$ cat src/rtl/core/chm_pkg.sv
// Shared types and constants for the convex hull unit.
// No dependencies; every other file imports this package.
`timescale 1ns / 1ps

package chm_pkg;

  localparam int MAX_POINTS = 64;
  localparam int COORD_BITS = 16;
  localparam int IO_BITS    = 16;

  localparam int IDX_W   = $clog2(MAX_POINTS);
  localparam int CNT_W   = $clog2(MAX_POINTS + 1);
  localparam int SADDR_W = $clog2(MAX_POINTS + 1);
  localparam int TOP_W   = $clog2(MAX_POINTS + 2);
  localparam int KEY_W   = 2 * COORD_BITS;

  typedef logic [COORD_BITS-1:0] coord_t;
  typedef logic [CNT_W-1:0]      cnt_t;
  typedef logic [TOP_W-1:0]      top_t;

  // x sits in the upper half, so a plain vector compare gives x-then-y order.
  typedef struct packed {
    coord_t x;
    coord_t y;
  } point_t;

  typedef struct packed {
    logic   valid;
    point_t pt;
    logic   done;
    logic   overflow;
  } sort_out_t;

endpackage

$ cat src/rtl/core/chm_if.sv
// Stream interfaces for point input and hull vertex output.
// Depends on chm_pkg for the field widths.
`timescale 1ns / 1ps

interface chm_point_if;
  import chm_pkg::*;
  logic               valid;
  logic               ready;
  logic [IO_BITS-1:0] point_x;
  logic [IO_BITS-1:0] point_y;
  logic               set_end;
  modport source (output valid, point_x, point_y, set_end, input ready);
  modport sink   (input valid, point_x, point_y, set_end, output ready);
endinterface


$ cat src/rtl/core/chm_sort.sv
// Point store and selection sort with duplicate removal.
// Depends on chm_pkg and chm_point_if.
`timescale 1ns / 1ps

module chm_sort import chm_pkg::*; (
  input  logic        clk,
  input  logic        rst_n,
  chm_point_if.sink   in_ch,
  input  logic        hull_done,
  output sort_out_t   so
);

  typedef enum logic [2:0] {
    ST_COLLECT = 3'b001,
    ST_SCAN    = 3'b010,
    ST_WAIT    = 3'b100
  } st_t;

  point_t store_mem [MAX_POINTS];
  point_t rd_q;

  st_t        state_r, state_nxt;
  cnt_t       cnt_r, cnt_nxt;
  cnt_t       idx_r, idx_nxt;
  logic       drop_r, drop_nxt;
  logic       dv_r, dv_nxt;
  logic       found_r, found_nxt;
  logic       have_prev_r, have_prev_nxt;
  logic [KEY_W-1:0] best_r, best_nxt;
  logic [KEY_W-1:0] prev_r, prev_nxt;
  sort_out_t  so_r, so_nxt;

  logic       accept;
  logic       wr_en;
  logic       rd_en;
  logic [KEY_W-1:0] key;

  assign in_ch.ready = (state_r == ST_COLLECT);
  assign accept      = in_ch.valid && in_ch.ready;
  assign wr_en       = accept && (cnt_r < cnt_t'(MAX_POINTS));
  assign rd_en       = (state_r == ST_SCAN) && (idx_r < cnt_r);
  assign key         = rd_q;
  assign so          = so_r;

  always_ff @(posedge clk) begin
    if (wr_en) begin
      store_mem[cnt_r[IDX_W-1:0]] <= '{x: coord_t'(in_ch.point_x), y: coord_t'(in_ch.point_y)};
    end
    if (rd_en) begin
      rd_q <= store_mem[idx_r[IDX_W-1:0]];
    end
  end

  always_comb begin
    state_nxt     = state_r;
    cnt_nxt       = cnt_r;
    idx_nxt       = idx_r;
    drop_nxt      = drop_r;
    dv_nxt        = 1'b0;
    found_nxt     = found_r;
    have_prev_nxt = have_prev_r;
    best_nxt      = best_r;
    prev_nxt      = prev_r;
    so_nxt        = '0;
    so_nxt.pt     = best_r;
    so_nxt.overflow = drop_r;
    case (state_r)
      ST_COLLECT: begin
        if (accept) begin
          if (wr_en) begin
            cnt_nxt = cnt_r + cnt_t'(1);
          end else begin
            drop_nxt = 1'b1;
          end
          if (in_ch.set_end) begin
            state_nxt     = ST_SCAN;
            idx_nxt       = '0;
            found_nxt     = 1'b0;
            have_prev_nxt = 1'b0;
          end
        end
      end
      ST_SCAN: begin
        if (rd_en) begin
          idx_nxt = idx_r + cnt_t'(1);
          dv_nxt  = 1'b1;
        end
        // Keep the smallest point strictly above the one picked last pass.
        if (dv_r && (!have_prev_r || key > prev_r) && (!found_r || key < best_r)) begin
          best_nxt  = key;
          found_nxt = 1'b1;
        end
        if (!rd_en && !dv_r) begin
          if (found_r) begin
            so_nxt.valid  = 1'b1;
            prev_nxt      = best_r;
            have_prev_nxt = 1'b1;
            found_nxt     = 1'b0;
            idx_nxt       = '0;
          end else begin
            so_nxt.done = 1'b1;
            state_nxt   = ST_WAIT;
          end
        end
      end
      ST_WAIT: begin
        if (hull_done) begin
          cnt_nxt   = '0;
          drop_nxt  = 1'b0;
          state_nxt = ST_COLLECT;
        end
      end
      default: begin
        state_nxt = ST_COLLECT;
      end
    endcase
  end

  always_ff @(posedge clk) begin
    if (!rst_n) begin
      state_r     <= ST_COLLECT;
      cnt_r       <= '0;
      drop_r      <= 1'b0;
      dv_r        <= 1'b0;
      found_r     <= 1'b0;
      have_prev_r <= 1'b0;
      idx_r       <= '0;
      so_r        <= '0;
    end else begin
      state_r     <= state_nxt;
      cnt_r       <= cnt_nxt;
      drop_r      <= drop_nxt;
      dv_r        <= dv_nxt;
      found_r     <= found_nxt;
      have_prev_r <= have_prev_nxt;
      idx_r       <= idx_nxt;
      so_r        <= so_nxt;
    end
    best_r <= best_nxt;
    prev_r <= prev_nxt;
  end

endmodule

$ cat src/flat_wrapper.sv
// flat-port wrapper written by rule: the top's interface ports become plain ports
module chm_sort_flat import chm_pkg::*;
  (clk, rst_n, hull_done, so, in_ch_valid, in_ch_point_x, in_ch_point_y, in_ch_set_end, in_ch_ready);
  chm_point_if in_ch_i ();
  input  logic clk;
  input  logic rst_n;
  input  logic hull_done;
  output sort_out_t so;
  input wire logic [$bits(in_ch_i.valid)-1:0] in_ch_valid;
  input wire logic [$bits(in_ch_i.point_x)-1:0] in_ch_point_x;
  input wire logic [$bits(in_ch_i.point_y)-1:0] in_ch_point_y;
  input wire logic [$bits(in_ch_i.set_end)-1:0] in_ch_set_end;
  output wire logic [$bits(in_ch_i.ready)-1:0] in_ch_ready;
  assign in_ch_i.valid = in_ch_valid;
  assign in_ch_i.point_x = in_ch_point_x;
  assign in_ch_i.point_y = in_ch_point_y;
  assign in_ch_i.set_end = in_ch_set_end;
  assign in_ch_ready = in_ch_i.ready;
  chm_sort u_core (.clk(clk), .rst_n(rst_n), .in_ch(in_ch_i), .hull_done(hull_done), .so(so));
endmodule
$ cat config.mk
export PLATFORM = sky130hd
export DESIGN_NAME = chm_sort_flat
export DESIGN_NICKNAME = d
export VERILOG_FILES = /design/src/rtl/core/chm_pkg.sv /design/src/rtl/core/chm_if.sv /design/src/rtl/core/chm_sort.sv /design/src/flat_wrapper.sv
export SDC_FILE = /design/constraint.sdc
export NUM_CORES = 2
export LEC_CHECK = 0
export ABC_AREA = 1
export BUFFER_PORTS_ARGS = -buffer_cell sky130_fd_sc_hd__buf_2
export CAP_MARGIN = 20
export CORE_ASPECT_RATIO = 0.75
export CORE_MARGIN = 1.5
export CORE_UTILIZATION = 55
export DETAILED_ROUTE_END_ITERATION = 12
export GPL_ROUTABILITY_DRIVEN = 0
export PLACE_DENSITY = 0.72
export RECOVER_POWER = 25
export SLEW_MARGIN = 0
export SYNTH_ARGS = -nofsm -noshare
export SYNTH_HDL_FRONTEND = slang
export SYNTH_SLANG_ARGS = --single-unit
export TNS_END_PERCENT = 5
$ cat constraint.sdc
create_clock -name clk -period 4.1 [get_ports clk]
set_input_delay 0.82 -clock clk [delete_from_list [all_inputs] [get_ports clk]]
set_output_delay 0.82 -clock clk [all_outputs]
set_load 0.05 [all_outputs]
==> out/qor.csv <==
stage,metric,value,unit
status,run status,finished with violations,
global_route,vias in the first global route,51600,
global_route,initial antenna violation count,13,
floorplanning,num ports,73,
routing,number of vias after detailed routing,56100,
worst_setup_path,type of the worst setup path,in -> reg,
clocking,cell chosen for the clock root,clkbuf_16,
timing,Final Max Tran Viols,1263,
finish,number of nets in the layout,6616,
timing,# setup viols final,0,
global_route,maximum number of pins on one net before global-route repair,186,
synth,combined area of all synthesized cells,86300,µm²
timing,fmax,0.276,GHz
routing,Via density,6.39,
synth,synthesized netlist net count,6572,
floorplanning,width of the die,460,µm
synth,portion of the post-synthesis area used by sequential elements,75.9,%
timing,Hold Fails Final Rpt,0,
clocking,number of clock sinks,2200,
clocking,count of hold buffers inserted by post-cts repair,0,
worst_setup_path,longest individual stage delay on the worst path,2.71,ns
clocking,maximum clock insertion buffer count,3,
finish,post-route cell area,96000,µm²
timing,slew at the pin closest to its max-slew limit,4.01,ns
routing,DRC viols,0,
worst_setup_path,sort of element at the end of the critical path,flip-flop,
worst_setup_path,required time of the critical path,4.15,ns
timing,worst setup skew after layout,0.0332,ns
synth,number of instances in the synthesized netlist,6464,
timing,relative slew slack,-167,%
clocking,clock latency on the worst-skew pair,0.84,ns
clocking,"Clk pin slew, worst setup/hold paths",0.06,ns
placement,Post-Place Worst Slack,0.534,ns
pwr,P per Cell Area,458,nW/µm²
timing,post-layout min period,3.62,ns
global_route,total congestion overflow after global routing,0,
timing,setup repair after global routing missed its margin,false,
worst_setup_path,crit path launch type,input port,
worst_setup_path,cell at the slowest stage of the critical path,clkbuf_1,
routing,routed len/inst,27.0,µm
finish,"number of standard cells in the layout, taps in and fillers out",8774,
min_path,type of the tightest min-delay check,in -> reg,
clocking,CTS tree,done,
timing,least setup slack across all paths after layout,0.482,ns
pwr,leakage,31.5,nW
global_route,total global routing track utilization,29.4,%
synth,flip-flop and latch count after synthesis,2200,
worst_setup_path,Critical path buffers and inverters,1,
finish,share of layout cells above drive strength 1,9.02,%
floorplanning,Initial Utilization,55.6,%
floorplanning,core region area,155000,µm²
synth,Synth cell types,36,
placement,cell area after placement,89900,µm²
global_route,first-pass GRT wire length,344000,µm
routing,remaining antenna violation count after routing,0,
pwr,worst ir drop on vdd,0.000476,V
worst_setup_path,"CP delay by family, top",buffers and inverters,
floorplanning,FP Rows,125,
clocking,quantity of gates resized following cts,0,
worst_setup_path,worst-path cell chain,clkbuf_1,
clocking,total clock buffers created by CTS,194,
synth,Yosys warning count,0,
placement,total instance count after detailed placement,8404,
timing,fin crit share,88.2,%
finish,area added between synthesis and finish,11.2,%
clocking,Post-CTS Setup Inserts,0,
timing,setup TNS after final layout,0,ns
routing,post-detailed-routing wire length,237000,µm
placement,number of port buffers,72,
job,# Max-Cap Violations,26,
floorplanning,Die Ht,346,µm
clocking,depth of the CTS H-tree,4,
routing,DRT Pass-1 Iters,9,
worst_setup_path,endpoint arrival time on the critical path,3.67,ns
placement,dpl hpwl,133000,µm
routing,iteration-0 DRC count of the detailed router,9547,
status,violations in the final reports,"capacitance limit, slew limit",
synth,mean post-synth cell area,13.4,µm²
worst_setup_path,highest net fanout along the worst path,64,
floorplanning,total die area,159000,µm²
## Yosys cell counts, drive strengths merged
master / instances / area, µm²
edfxtp: 2144 / 64400
nor2: 1200 / 4500
o21ai: 1050 / 5260
nand2: 384 / 1440
o22ai: 308 / 1930
clkbuf: 280 / 1050
nand3: 235 / 1190
buf: 152 / 920
inv: 145 / 547
o221ai: 134 / 1170
o211ai: 119 / 898
a21oi: 113 / 566
ha: 71 / 888
dfxtp: 56 / 1120
nand4: 38 / 238
nor3: 11 / 60.1
o21a: 5 / 37.5
xor2: 5 / 43.8
nor4: 3 / 18.8
a211oi: 2 / 15.0
a31oi: 2 / 12.5
clkinv: 2 / 7.51
nor3b: 2 / 15.0
a21o: 1 / 7.51
o211a: 1 / 10.0
o31a: 1 / 8.76
## layout by cell type (no fill, tap or decap), types with 3 or more instances in the layout
| master | Yosys | final |
|---|---|---|
| a21oi_1 | 113 | 113 |
| buf_12 | 0 | 33 |
| buf_2 | 84 | 42 |
| buf_4 | 26 | 165 |
| bufinv_16 | 0 | 17 |
| clkbuf_1 | 280 | 77 |
| clkbuf_16 | 0 | 197 |
| clkbuf_8 | 0 | 7 |
| clkinv_1 | 2 | 47 |
| clkinv_2 | 0 | 38 |
| clkinv_4 | 0 | 4 |
| clkinvlp_4 | 0 | 3 |
| dfxtp_1 | 56 | 52 |
| dfxtp_4 | 0 | 3 |
| diode_2 | 0 | 6 |
| edfxtp_1 | 2144 | 2144 |
| ha_1 | 71 | 71 |
| inv_1 | 141 | 138 |
| inv_16 | 0 | 3 |
| inv_6 | 0 | 10 |
| nand2_1 | 384 | 384 |
| nand3_1 | 233 | 233 |
| nand4_1 | 38 | 38 |
| nor2_1 | 1200 | 1132 |
| nor2_2 | 0 | 3 |
| nor2_4 | 0 | 65 |
| nor3_1 | 10 | 10 |
| nor4_1 | 3 | 3 |
| o211ai_1 | 118 | 118 |
| o21a_1 | 5 | 5 |
| o21ai_0 | 1034 | 1034 |
| o21ai_1 | 16 | 16 |
| o221ai_1 | 134 | 134 |
| o22ai_1 | 308 | 308 |
| xor2_1 | 5 | 5 |
## report_power, final
| part | internal [W] | switching (W) | leakage [nW] |
|---|---|---|---|
| clock | 0.0100 | 0.00815 | 3.07 |
| sequential | 0.0248 | 0.0000229 | 19.7 |
| combinational | 0.000151 | 0.000908 | 8.73 |
## final timing paths
| kind | startpoint | to | slack [ns] | depth (start not counted) |
|---|---|---|---|---|
| worst max-delay path | in_ch_point_x[12] | u_core.store_mem[62][28]$_DFFE_PP_ | 0.48 | 1 |
| worst min-delay path | in_ch_set_end | u_core.state_r[1]$_SDFFE_PN0P_ | 0.34 | 3 |
| worst max register to register | u_core.state_r[1]$_SDFFE_PN0P_ | u_core.store_mem[59][12]$_DFFE_PP_ | 0.83 | 9 |
| worst min register to register | u_core.best_r[1]$_DFFE_PP_ | u_core.prev_r[1]$_DFFE_PP_ | 0.47 | 0 |
## registers in the layout, indices dropped and copies added (netlist names), 3 cells and up
signal,count
u_core.idx_r,7
u_core.best_r,32
u_core.so,35
u_core.key,32
u_core.prev_r,32
u_core.cnt_r,7
u_core.state_r,3
u_core.store_mem,2048
## layer usage
| layer | track usage, % | share of wire (%) | up-vias |
|---|---|---|---|
| li1 | - | - | 24200 |
| met1 | 44.5 | 39 | 27600 |
| met2 | 41.1 | 43 | 3790 |
| met3 | 7.63 | 14 | 451 |
| met4 | 10.6 | 3.7 | 4 |
| met5 | 0 | 0.010 | - |
## layout make-up
cell class              count  area [µm²]
flip-flops and latches   2200       65500
inverters                 147         588
clock inverters           119        1070
well taps                2095        2620
fillers                 11300       59300
diodes                      6        15.0
repair buffers            280        2260
multi-input cells        3685       18800
clock buffers             242        5170
## cells by family after synthesis
family | share of synthesized area, %
flops | 75.9
simple gates | 8.64
compound gates | 11.5
buf+inv | 2.92
fa+ha+maj | 1.03
xor+xnor | 0.0507
## metrics by stage
stage / util [%] / power, W / hold slack [ns]
6_report: 61.8 / 0.0440 / 0.337
3_3_place_gp: 57.9 / 0.0262 / 0.436
2_1_floorplan: - / 0.0255 / 0.404
5_1_grt: 61.8 / 0.0450 / 0.312
4_1_cts: 61.9 / 0.0441 / 0.280
3_5_place_dp: 57.9 / 0.0263 / 0.456
No activity file was read; power rests on OpenSTA's default activity.
